<file path="src/hdl/hcb_pkg.sv">
// Shared types and fixed field widths for the Huffman code builder.
package hcb_pkg;

    // Fixed widths of the request and result fields
    localparam int IN_WEIGHT_W = 15;
    localparam int INDEX_W     = 4;
    localparam int CODE_W      = 15;
    localparam int LENGTH_W    = 4;

    // Sequencer states
    typedef enum logic [2:0] {
        S_LOAD,
        S_SCAN,
        S_DRAIN,
        S_MERGE,
        S_WALK
    } hcb_state_t;

    // Control from the sequencer to the two-minimum unit
    typedef struct packed {
        logic clear;
        logic sample;
    } hcb_scan_ctrl_t;

endpackage

</file>
<file path="src/hdl/hcb_weight_ram.sv">
// Node weight storage: one write port, one registered read port.
module hcb_weight_ram #(
    parameter int DEPTH  = 31,
    parameter int ADDR_W = 5,
    parameter int DATA_W = 19
) (
    input  logic              clk,
    input  logic              we,
    input  logic [ADDR_W-1:0] waddr,
    input  logic [DATA_W-1:0] wdata,
    input  logic [ADDR_W-1:0] raddr,
    output logic [DATA_W-1:0] rdata
);

    logic [DATA_W-1:0] mem [DEPTH];
    logic [DATA_W-1:0] rdata_reg;

    // Write port
    always_ff @(posedge clk)
    begin
        if (we)
        begin
            mem[waddr] <= wdata;
        end
    end

    // Registered read port
    always_ff @(posedge clk)
    begin
        rdata_reg <= mem[raddr];
    end

    assign rdata = rdata_reg;

endmodule

</file>
<file path="src/hdl/hcb_min2_unit.sv">
// Shared compare unit: tracks the two smallest weights seen during a scan.
module hcb_min2_unit #(
    parameter int NODE_W = 5,
    parameter int SUM_W  = 19
) (
    input  logic                   clk,
    input  logic                   rst_n,
    input  hcb_pkg::hcb_scan_ctrl_t ctrl,
    input  logic [NODE_W-1:0]      sample_idx,
    input  logic [SUM_W-1:0]       sample_weight,
    output logic [NODE_W-1:0]      min1_idx,
    output logic [NODE_W-1:0]      min2_idx,
    output logic [SUM_W-1:0]       min1_weight,
    output logic [SUM_W-1:0]       min2_weight
);

    logic              have1_reg, have1_next;
    logic              have2_reg, have2_next;
    logic [SUM_W-1:0]  w1_reg, w1_next;
    logic [SUM_W-1:0]  w2_reg, w2_next;
    logic [NODE_W-1:0] a_reg, a_next;
    logic [NODE_W-1:0] b_reg, b_next;

    // Compare the new sample against both minima; strict less keeps the earlier index
    always_comb
    begin
        have1_next = have1_reg;
        have2_next = have2_reg;
        w1_next    = w1_reg;
        w2_next    = w2_reg;
        a_next     = a_reg;
        b_next     = b_reg;
        if (ctrl.clear)
        begin
            have1_next = 1'b0;
            have2_next = 1'b0;
        end
        else if (ctrl.sample)
        begin
            if (!have1_reg || (sample_weight < w1_reg))
            begin
                if (have1_reg)
                begin
                    have2_next = 1'b1;
                    w2_next    = w1_reg;
                    b_next     = a_reg;
                end
                have1_next = 1'b1;
                w1_next    = sample_weight;
                a_next     = sample_idx;
            end
            else if (!have2_reg || (sample_weight < w2_reg))
            begin
                have2_next = 1'b1;
                w2_next    = sample_weight;
                b_next     = sample_idx;
            end
        end
    end

    // Hold the found flags
    always_ff @(posedge clk or negedge rst_n)
    begin
        if (!rst_n)
        begin
            have1_reg <= 1'b0;
            have2_reg <= 1'b0;
        end
        else
        begin
            have1_reg <= have1_next;
            have2_reg <= have2_next;
        end
    end

    // Hold the minimum weights and their node numbers
    always_ff @(posedge clk)
    begin
        w1_reg <= w1_next;
        w2_reg <= w2_next;
        a_reg  <= a_next;
        b_reg  <= b_next;
    end

    assign min1_idx    = a_reg;
    assign min2_idx    = b_reg;
    assign min1_weight = w1_reg;
    assign min2_weight = w2_reg;

endmodule

</file>
<file path="src/hdl/huffman_code_builder.sv">
// Top level of the Huffman code builder: sequencer, tree links, code walk, result register.
//
// Usage: leaf weights arrive on the leaf channel (leaf_valid / leaf_stall), one request
// per leaf, in load order. The request with last_leaf set closes the set; leaves past
// MAX_LEAVES are dropped, but a dropped last leaf still starts the build.
// While the tree is built and the codes are emitted, leaf_stall stays high.
// For each internal node k (n <= k < 2n-1) the shared compare unit scans nodes 0..k-1,
// one node per cycle through the weight memory read port, then finishes the compare in
// the drain state and merges in the merge state.
// Codes then leave on the code channel (code_valid / code_stall), one result per leaf
// in load order, last_code on the final one. Each code is built by walking up from its
// leaf to the root; a receiver stall on the result register can hold it back.
// A stalled result holds in the output register; the next leaf's code waits in the walk.
// After the last code is loaded, leaf_stall drops and the next set may be loaded.
// Reset clears the leaf count, the parent flags and the result valid; no clearing pass.
module huffman_code_builder #(
    parameter int MAX_LEAVES  = 16,
    parameter int WEIGHT_BITS = 15
) (
    input  logic                           clk,
    input  logic                           rst_n,
    input  logic                           leaf_valid,
    output logic                           leaf_stall,
    input  logic [hcb_pkg::IN_WEIGHT_W-1:0] leaf_weight,
    input  logic                           last_leaf,
    output logic                           code_valid,
    input  logic                           code_stall,
    output logic [hcb_pkg::INDEX_W-1:0]    leaf_index,
    output logic [hcb_pkg::CODE_W-1:0]     code_bits,
    output logic [hcb_pkg::LENGTH_W-1:0]   code_length,
    output logic                           last_code
);

    localparam int NODE_COUNT = 2 * MAX_LEAVES - 1;
    localparam int NODE_W     = $clog2(NODE_COUNT);
    localparam int LEAF_W     = $clog2(MAX_LEAVES);
    localparam int CNT_W      = $clog2(MAX_LEAVES + 1);
    localparam int SUM_W      = WEIGHT_BITS + $clog2(MAX_LEAVES);
    localparam int IN_W       = (WEIGHT_BITS < hcb_pkg::IN_WEIGHT_W) ?
                                WEIGHT_BITS : hcb_pkg::IN_WEIGHT_W;
    localparam int LEN_W      = LEAF_W;

    hcb_pkg::hcb_state_t state_reg, state_next;

    logic [CNT_W-1:0]  count_reg, count_next;
    logic [CNT_W-1:0]  n_reg, n_next;
    logic [NODE_W-1:0] k_reg, k_next;
    logic [NODE_W-1:0] j_reg, j_next;
    logic              pipe_valid_reg;
    logic [NODE_W-1:0] pipe_idx_reg;
    logic [NODE_COUNT-1:0] hp_reg;
    logic [NODE_W-1:0] c_reg, c_next;
    logic [LEAF_W-1:0] i_reg, i_next;
    logic [hcb_pkg::CODE_W-1:0] code_reg, code_next;
    logic [LEN_W-1:0]  len_reg, len_next;
    logic              out_valid_reg, out_valid_next;

    logic [NODE_W-1:0] parent_reg [NODE_COUNT];
    logic [NODE_W-1:0] left_reg [MAX_LEAVES];

    logic              leaf_take;
    logic              has_room;
    logic [CNT_W-1:0]  n_load;
    logic [NODE_W-1:0] last_k;
    logic              merge_en;
    logic              hp_clear;
    logic              load_out;
    logic              out_free;
    logic              walk_up;
    logic              last_i;
    logic [NODE_W-1:0] walk_parent;
    logic [NODE_W-1:0] walk_off;
    logic [NODE_W-1:0] merge_off;
    logic              walk_bit;

    logic              ram_we;
    logic [NODE_W-1:0] ram_waddr;
    logic [SUM_W-1:0]  ram_wdata;
    logic [SUM_W-1:0]  ram_rdata;

    hcb_pkg::hcb_scan_ctrl_t scan_ctrl;
    logic [NODE_W-1:0] min1_idx, min2_idx;
    logic [SUM_W-1:0]  min1_weight, min2_weight;

    // Node weight memory
    hcb_weight_ram #(
        .DEPTH  (NODE_COUNT),
        .ADDR_W (NODE_W),
        .DATA_W (SUM_W)
    ) u_weight_ram (
        .clk   (clk),
        .we    (ram_we),
        .waddr (ram_waddr),
        .wdata (ram_wdata),
        .raddr (j_reg),
        .rdata (ram_rdata)
    );

    // Shared two-minimum compare unit
    hcb_min2_unit #(
        .NODE_W (NODE_W),
        .SUM_W  (SUM_W)
    ) u_min2 (
        .clk           (clk),
        .rst_n         (rst_n),
        .ctrl          (scan_ctrl),
        .sample_idx    (pipe_idx_reg),
        .sample_weight (ram_rdata),
        .min1_idx      (min1_idx),
        .min2_idx      (min2_idx),
        .min1_weight   (min1_weight),
        .min2_weight   (min2_weight)
    );

    // Decode handshakes and walk terms
    assign leaf_stall  = (state_reg != hcb_pkg::S_LOAD);
    assign leaf_take   = leaf_valid && (state_reg == hcb_pkg::S_LOAD);
    assign has_room    = (count_reg < CNT_W'(MAX_LEAVES));
    assign n_load      = count_reg + CNT_W'(has_room);
    assign last_k      = NODE_W'(n_reg) + NODE_W'(n_reg) - NODE_W'(2);
    assign out_free    = !out_valid_reg || !code_stall;
    assign walk_parent = parent_reg[c_reg];
    assign walk_off    = walk_parent - NODE_W'(n_reg);
    assign merge_off   = k_reg - NODE_W'(n_reg);
    assign walk_bit    = (left_reg[walk_off[LEAF_W-1:0]] != c_reg);
    assign walk_up     = hp_reg[c_reg];
    assign last_i      = ((CNT_W'(i_reg) + CNT_W'(1)) == n_reg);
    assign code_valid  = out_valid_reg;

    // Next state
    always_comb
    begin
        state_next = state_reg;
        unique case (state_reg)
            hcb_pkg::S_LOAD:
            begin
                if (leaf_take && last_leaf)
                begin
                    if (n_load == CNT_W'(1))
                        state_next = hcb_pkg::S_WALK;
                    else
                        state_next = hcb_pkg::S_SCAN;
                end
            end
            hcb_pkg::S_SCAN:
            begin
                if (j_reg == k_reg - NODE_W'(1))
                    state_next = hcb_pkg::S_DRAIN;
            end
            hcb_pkg::S_DRAIN:
            begin
                state_next = hcb_pkg::S_MERGE;
            end
            hcb_pkg::S_MERGE:
            begin
                if (k_reg == last_k)
                    state_next = hcb_pkg::S_WALK;
                else
                    state_next = hcb_pkg::S_SCAN;
            end
            hcb_pkg::S_WALK:
            begin
                if (!walk_up && out_free && last_i)
                    state_next = hcb_pkg::S_LOAD;
            end
            default:
            begin
                state_next = hcb_pkg::S_LOAD;
            end
        endcase
    end

    // Datapath controls and next values
    always_comb
    begin
        count_next       = count_reg;
        n_next           = n_reg;
        k_next           = k_reg;
        j_next           = j_reg;
        c_next           = c_reg;
        i_next           = i_reg;
        code_next        = code_reg;
        len_next         = len_reg;
        ram_we           = 1'b0;
        ram_waddr        = k_reg;
        ram_wdata        = min1_weight + min2_weight;
        scan_ctrl.clear  = 1'b0;
        // Sample only scanned nodes that are still parentless
        scan_ctrl.sample = pipe_valid_reg && !hp_reg[pipe_idx_reg];
        merge_en         = 1'b0;
        hp_clear         = 1'b0;
        load_out         = 1'b0;
        unique case (state_reg)
            hcb_pkg::S_LOAD:
            begin
                if (leaf_take)
                begin
                    if (has_room)
                    begin
                        ram_we     = 1'b1;
                        ram_waddr  = NODE_W'(count_reg);
                        ram_wdata  = SUM_W'(leaf_weight[IN_W-1:0]);
                        count_next = n_load;
                    end
                    if (last_leaf)
                    begin
                        n_next          = n_load;
                        k_next          = NODE_W'(n_load);
                        j_next          = '0;
                        c_next          = '0;
                        i_next          = '0;
                        code_next       = '0;
                        len_next        = '0;
                        scan_ctrl.clear = 1'b1;
                    end
                end
            end
            hcb_pkg::S_SCAN:
            begin
                j_next = j_reg + NODE_W'(1);
            end
            hcb_pkg::S_DRAIN:
            begin
                j_next = '0;
            end
            hcb_pkg::S_MERGE:
            begin
                ram_we          = 1'b1;
                merge_en        = 1'b1;
                k_next          = k_reg + NODE_W'(1);
                j_next          = '0;
                scan_ctrl.clear = 1'b1;
            end
            hcb_pkg::S_WALK:
            begin
                if (walk_up)
                begin
                    // Climb one level, adding this edge's bit above those below it
                    code_next = code_reg | (hcb_pkg::CODE_W'(walk_bit) << len_reg);
                    len_next  = len_reg + LEN_W'(1);
                    c_next    = walk_parent;
                end
                else if (out_free)
                begin
                    load_out  = 1'b1;
                    code_next = '0;
                    len_next  = '0;
                    c_next    = NODE_W'(i_reg) + NODE_W'(1);
                    i_next    = i_reg + LEAF_W'(1);
                    if (last_i)
                    begin
                        count_next = '0;
                        hp_clear   = 1'b1;
                    end
                end
            end
            default:
            begin
                j_next = '0;
            end
        endcase
    end

    // Result valid follows loads and drains
    always_comb
    begin
        if (load_out)
            out_valid_next = 1'b1;
        else if (!code_stall)
            out_valid_next = 1'b0;
        else
            out_valid_next = out_valid_reg;
    end

    // Control registers
    always_ff @(posedge clk or negedge rst_n)
    begin
        if (!rst_n)
        begin
            state_reg      <= hcb_pkg::S_LOAD;
            count_reg      <= '0;
            pipe_valid_reg <= 1'b0;
            out_valid_reg  <= 1'b0;
        end
        else
        begin
            state_reg      <= state_next;
            count_reg      <= count_next;
            pipe_valid_reg <= (state_reg == hcb_pkg::S_SCAN);
            out_valid_reg  <= out_valid_next;
        end
    end

    // Parent flags: set on merge, drop after the last code
    always_ff @(posedge clk or negedge rst_n)
    begin
        if (!rst_n)
        begin
            hp_reg <= '0;
        end
        else if (hp_clear)
        begin
            hp_reg <= '0;
        end
        else if (merge_en)
        begin
            hp_reg[min1_idx] <= 1'b1;
            hp_reg[min2_idx] <= 1'b1;
        end
    end

    // Tree links written at each merge
    always_ff @(posedge clk)
    begin
        if (merge_en)
        begin
            parent_reg[min1_idx]           <= k_reg;
            parent_reg[min2_idx]           <= k_reg;
            left_reg[merge_off[LEAF_W-1:0]] <= min1_idx;
        end
    end

    // Sequencer counters and walk registers
    always_ff @(posedge clk)
    begin
        n_reg        <= n_next;
        k_reg        <= k_next;
        j_reg        <= j_next;
        pipe_idx_reg <= j_reg;
        c_reg        <= c_next;
        i_reg        <= i_next;
        code_reg     <= code_next;
        len_reg      <= len_next;
    end

    // Result register
    always_ff @(posedge clk)
    begin
        if (load_out)
        begin
            leaf_index  <= hcb_pkg::INDEX_W'(i_reg);
            code_bits   <= code_reg;
            code_length <= hcb_pkg::LENGTH_W'(len_reg);
            last_code   <= last_i;
        end
    end

endmodule
</file>
<file path="config.mk">
export PLATFORM = sky130hd
export DESIGN_NAME = huffman_code_builder
export DESIGN_NICKNAME = d
export VERILOG_FILES = /design/src/hdl/hcb_pkg.sv /design/src/hdl/hcb_weight_ram.sv /design/src/hdl/hcb_min2_unit.sv /design/src/hdl/huffman_code_builder.sv
export SDC_FILE = /design/constraint.sdc
export NUM_CORES = 1
export LEC_CHECK = 0
export BUFFER_PORTS_ARGS = -buffer_cell sky130_fd_sc_hd__buf_2
export CAP_MARGIN = 10
export CORE_ASPECT_RATIO = 0.6
export CORE_UTILIZATION = 35
export DETAILED_ROUTE_END_ITERATION = 6
export GPL_TIMING_DRIVEN = 1
export PLACE_DENSITY = 0.58
export SLEW_MARGIN = 20
export SYNTH_ARGS = -nofsm -noshare
export SYNTH_HDL_FRONTEND = slang
export SYNTH_SLANG_ARGS = --single-unit
</file>
<file path="constraint.sdc">
create_clock -name clk -period 6.7 [get_ports clk]
set_input_delay 0 -clock clk [delete_from_list [all_inputs] [get_ports clk]]
set_output_delay 0 -clock clk [all_outputs]
set_load 0.02 [all_outputs]
</file>
Word level (Yosys, flattened, before mapping)
Memories as Yosys holds them, arrays and structs flattened. A register that Yosys moved wholly into a read port is not among the register bits.
Index checks and enable logic that the tools add are counted.
- register bits after elaboration: 163
- latch bits: 0
- memory bits (writable): 824
- ROM bits: 0
- bits of input ports: 20
- output and inout port bits: 26
- word-level logic and storage cells: 196
- memories: 3
- add/subtract/negate cells: 12
- $mul: 0
- divide/modulo/power cells: 0
- magnitude comparators: 9
- equality and inequality tests: 22
- shift operators: 1
- muxes and demuxes: 85
- bitwise gates (word level): 5
- reduce and logical (&&, ||, !) cells: 36
- memory list (name ; depth ; width ; read ports ; clocked after memory_dff ; write ports ; RTL line ; text):
    u_weight_ram.mem ; 31 ; 19 ; 1 ; 1 ; 1 ; hcb_weight_ram.sv:15 ; logic [DATA_W-1:0] mem [DEPTH];
    parent_reg ; 31 ; 5 ; 1 ; 1 ; 2 ; huffman_code_builder.sv:58 ; logic [NODE_W-1:0] parent_reg [NODE_COUNT];
    left_reg ; 16 ; 5 ; 1 ; 0 ; 1 ; huffman_code_builder.sv:59 ; logic [NODE_W-1:0] left_reg [MAX_LEAVES];
- operators with widths (kind ; count):
    two-way mux 19 bit ; 6
    two-way mux 5 bit ; 18
    two-way mux 31 bit ; 2
    OR 31 bit ; 2
    two-way mux 15 bit ; 4
    less-than comparator 19 bit ; 2
    two-way mux 1 bit ; 30
    case mux 15 bit (2 select lines) ; 1
    case mux 5 bit (2 select lines) ; 3
    less-than comparator 5 x 6 -> 1 bit, second input constant ; 4
    two-way mux 4 bit ; 6
    adder 19 bit ; 1
    AND reduction 3 bit ; 6
    != test 2 bit, second input constant ; 8
    case mux 4 bit (2 select lines) ; 2
    equality test 5 bit ; 3
    two-way mux 3 bit ; 5
    OR 15 bit ; 1
    case mux 3 bit (5 select lines) ; 1
    case mux 5 bit (3 select lines) ; 1
    << shifter 1 x 4 -> 15 bit ; 1
    nonzero test 2 bit ; 6
    adder 5 x 1 -> 5 bit, second input constant ; 2
    binary-select mux 1 bit (select 5 bit) ; 2
    29 further kinds ; 53

Longest topological paths before layout
- depth after elaboration: 8
- mapped depth: 21
- depth with buffers taken out: 15

Cells and area by module
Synthesis repeated with hierarchy kept, for this count alone.
- cells, all modules: 2470
- area total of the unflattened synthesis: 42492.0 um^2
- modules (own cells, without submodules) (module ; instances ; cells an instance ; area each (um^2) ; seq. area each (um^2)):
    hcb_weight_ram ; 1 ; 1161 ; 23410.0 ; 18067.3
    huffman_code_builder ; 1 ; 1098 ; 16248.1 ; 10294.9
    hcb_min2_unit ; 1 ; 211 ; 2834.0 ; 1491.4

Worst setup path after synthesis
OpenSTA, ideal clock, no wires.
- path type: register to register
- from: register (tool-made name)
- to: register code_reg[10] in the netlist's numbering (data pin)
- setup time: 0.255 ns
- arrival time: 5.573 ns
- data required time: 6.445 ns
- path slack: 0.872 ns
- stages on the path, launching flop included: 22
- buffers on the path: 6
- clock period less this slack: 5.828 ns
- cells stage by stage: dfxtp_1 > buf_6 > buf_12 > buf_2 > buf_1 > mux2i_1 > o21ai_0 > mux4_2 > mux2i_1 > ha_1 > inv_1 > fa_1 > clkbuf_1 > mux4_2 > mux2_2 > or3_1 > mux4_1 > nand2_1 > o31ai_1 > nor4_4 > buf_6 > o21ai_2
- RTL lines (element ; RTL line ; text):
    end signal, assigned ; huffman_code_builder.sv:332 ; code_reg <= code_next;
    end, declared ; huffman_code_builder.sv:54 ; logic [hcb_pkg::CODE_W-1:0] code_reg, code_next;

==> results.toml <==
[outcome]
status = "finished, final reports clean"

[run]
drv_cap = 0

[pwr]
vdd_drop_max_v = 0.000374
leakage_uw = 0.0155
cellPowerDensity_nw_per_um2 = 547

[timing]
relSlewSlack_pct = 27.5
setup_viol = 0
fin_crit_sh_pct = 88.1
hold_viol = 0
drv_slew = 0
skew_ns = 0.0399
fmax_mhz = 169
fin_crit_ns = 5.90
fin_tns_setup_ns = 0
worst_pin_slew_ns = 1.09
rsz0062_at_grt = "false"

[critical_path]
cpPeakStageDelay_ns = 0.88
crit_family = "multiplexers"
worstSetupPathType = "flop to flop"
worstPathArrival_ns = 6.35
crit_top_cell = "mux4_2"
end_kind = "flop"
path_max_fanout = 15
worst_setup_path_start_kind = "flop"
path_buf_inv = 2
cp_cell_sequence = "mux4_2 > mux4_2 > mux2i_1 > ha_1 > inv_1 > fa_1 > mux4_2 > mux2_2 > or3_1 > mux4_1 > nand2_1 > o31ai_1 > nor4_4 > buf_4 > o21ai_1"
cp.required_ns = 7.15
critPathSlowestCell = "fa_1"

[global_routing]
grt_pass1_vias = 22100
met1_usage_pct = 26.9
overflow = 0
grt_first_pass_wirelength_um = 151000
met2_usage_pct = 23.5
grt_max_degree = 134
top_usage_layer = "met1"
grtUsageTotal_pct = 16.8
gr-usage-met3_pct = 3.14
antenna_found_initial = 9

[clock_tree]
cts_tree = "yes"
clock-sinks = 1011
path_clk_slew_ns = 0.06
clockBufferDepth = 3
cts_made_buffers = 95
clkLatencyLatePin_ns = 0.71
cts-root-buf = "clkbuf_16"
htreeDepth = 3
cts_setup_buffers = 0
post_cts_resized = 0

[finish]
layout_common_cells = "939 x edfxtp_1, 253 x mux4_2, 101 x nor2_1"
finalInstanceArea_um2 = 47900
largest_reg_flops = 589
syn2layout_area_growth_pct = 14.1
mostFrequentLayoutCell = "edfxtp_1"
drive_gt1_share_pct = 25.3
final_nets = 2485

[detailed_routing]
drt-total-wl_um = 102000
vias = 22000
drt_pass1_iterations = 5
via_per_inst = 5.41
first_iter_violations = 2524
post-route-drc-count = 0
drt-wirelength-per-cell_um = 25.2
ant_nets = 0

[synth]
syn_area_um2 = 42000
ys_warn_count = 0
syn_nets = 2372
synth_ff_type = "edfxtp_1"
syn_area_per_cell_um2 = 18.4
synth_edf_count = 939
syn_inst = 2281
synth.yosys.seq_area_share_pct = 71.1
synthDistinctLibCells = 63
ys_async_sr_fraction_pct = 4.25
yosys_register_bits = 1011

[floorplanning]
die_w_um = 449
fp.dieH_um = 270
rows = 97
ios = 46
core_area_um2 = 118000
start_util_pct = 35.6
die_area_um2 = 121000

[place]
placed_area_um2 = 44500
dp_hpwl_um = 62800
gp_congestion = 0.825
portBuffers = 45

[hold_path]
worstHoldPathType = "input port to flop"
## power breakdown
part | total [uW] | switching, uW | internal, uW
clock network | 5640 | 2440 | 3200
logic | 9570 | 6280 | 3290
registers | 11000 | 702 | 10300
total | 26200 | 9420 | 16800
## worst paths after layout
| kind | startpoint | endpoint | slack (ns) | cells after the start |
|---|---|---|---|---|
| max | flop | code_reg[14] | 0.80 | 15 |
| min | leaf_weight[11] | u_weight_ram.mem[27][11] | 0.04 | 4 |
| max reg2reg | flop | code_reg[14] | 0.80 | 15 |
| min reg2reg | code_reg[0] | code_bits[0] | 0.45 | 0 |
| max in group asynchronous | rst_n | u_min2.have1_reg | 5.83 | 3 |
| min in group asynchronous | rst_n | hp_reg[18] | 0.41 | 3 |
## area by class of cell
cell class | instances | area [um2]
Clock inverter | 62 | 743
Timing Repair Buffer | 131 | 936
Sequential cell | 1011 | 29900
Inverter | 62 | 233
Antenna cell | 4 | 10.0
Multi-Input combinational cell | 1093 | 11600
Tap cell | 1584 | 1980
Clock buffer | 116 | 2510
Fill cell | 10300 | 70000
## synth_stat cells, types with 17 or more instances
cell      count  area share (%)
a21o_1       17            0.30
a21oi_1      37            0.44
a22oi_1      32            0.57
buf_1        28            0.25
clkbuf_1     79            0.71
dfrtp_1      43             2.6
dfxtp_1      29             1.4
edfxtp_1    939              67
ha_1         68             2.0
inv_1        62            0.55
mux2_2       38             1.0
mux2i_1      41            0.98
mux4_2      253              14
nand2_1      93            0.83
nand3_1      51            0.61
nor2_1      135             1.2
nor2b_1      17            0.25
nor3_1       17            0.20
o21a_1       35            0.63
o21ai_0      75            0.89
xnor2_1      26            0.54
xor2_1       28            0.58
## worst min-delay path: cells and delay by family
family / cells / cell delay, ns
buffers and inverters: 2 / 0.39
and+or+nand+nor: 1 / 0.06
AOI/OAI and AO/OA: 1 / 0.10
## per-layer routing
layer	part of all wire, %	routed length [um]
met4	1.5	1530
met1	49	50500
met5	0	0
met2	42	42800
met3	7.4	7630
## cell families after synthesis
family	after synthesis	share of synthesized area, %
simple gates	385	4.33
flops	1011	71.1
mux	334	15.7
compound gates	249	3.86
buf+inv	177	1.68
fa+ha+maj	71	2.17
xor+xnor	54	1.13
## repair_timing
| action | in CTS | in global routing |
|---|---|---|
| endpoints found under the hold margin | 211 | 43 |
| hold buffers | 11 | 1 |
| endpoints found under the setup margin | 0 | 0 |
## stage by stage
stage / power (uW) / setup WS [ns] / util [%] / hold slack (ns) / std cells
after floorplan: 16700 / 0.872 / - / -0.296 / 2281
after global placement: 20100 / 0.895 / 37.7 / 0.237 / 3867
after detailed placement: 20500 / 0.789 / 37.7 / 0.263 / 3867
after CTS: 26200 / 0.783 / 40.6 / 0.0116 / 4056
after global routing: 27400 / 0.451 / 40.6 / 0.0347 / 4059
final: 26200 / 0.797 / 40.6 / 0.0410 / 4063
No activity file was read; power rests on OpenSTA's default activity.
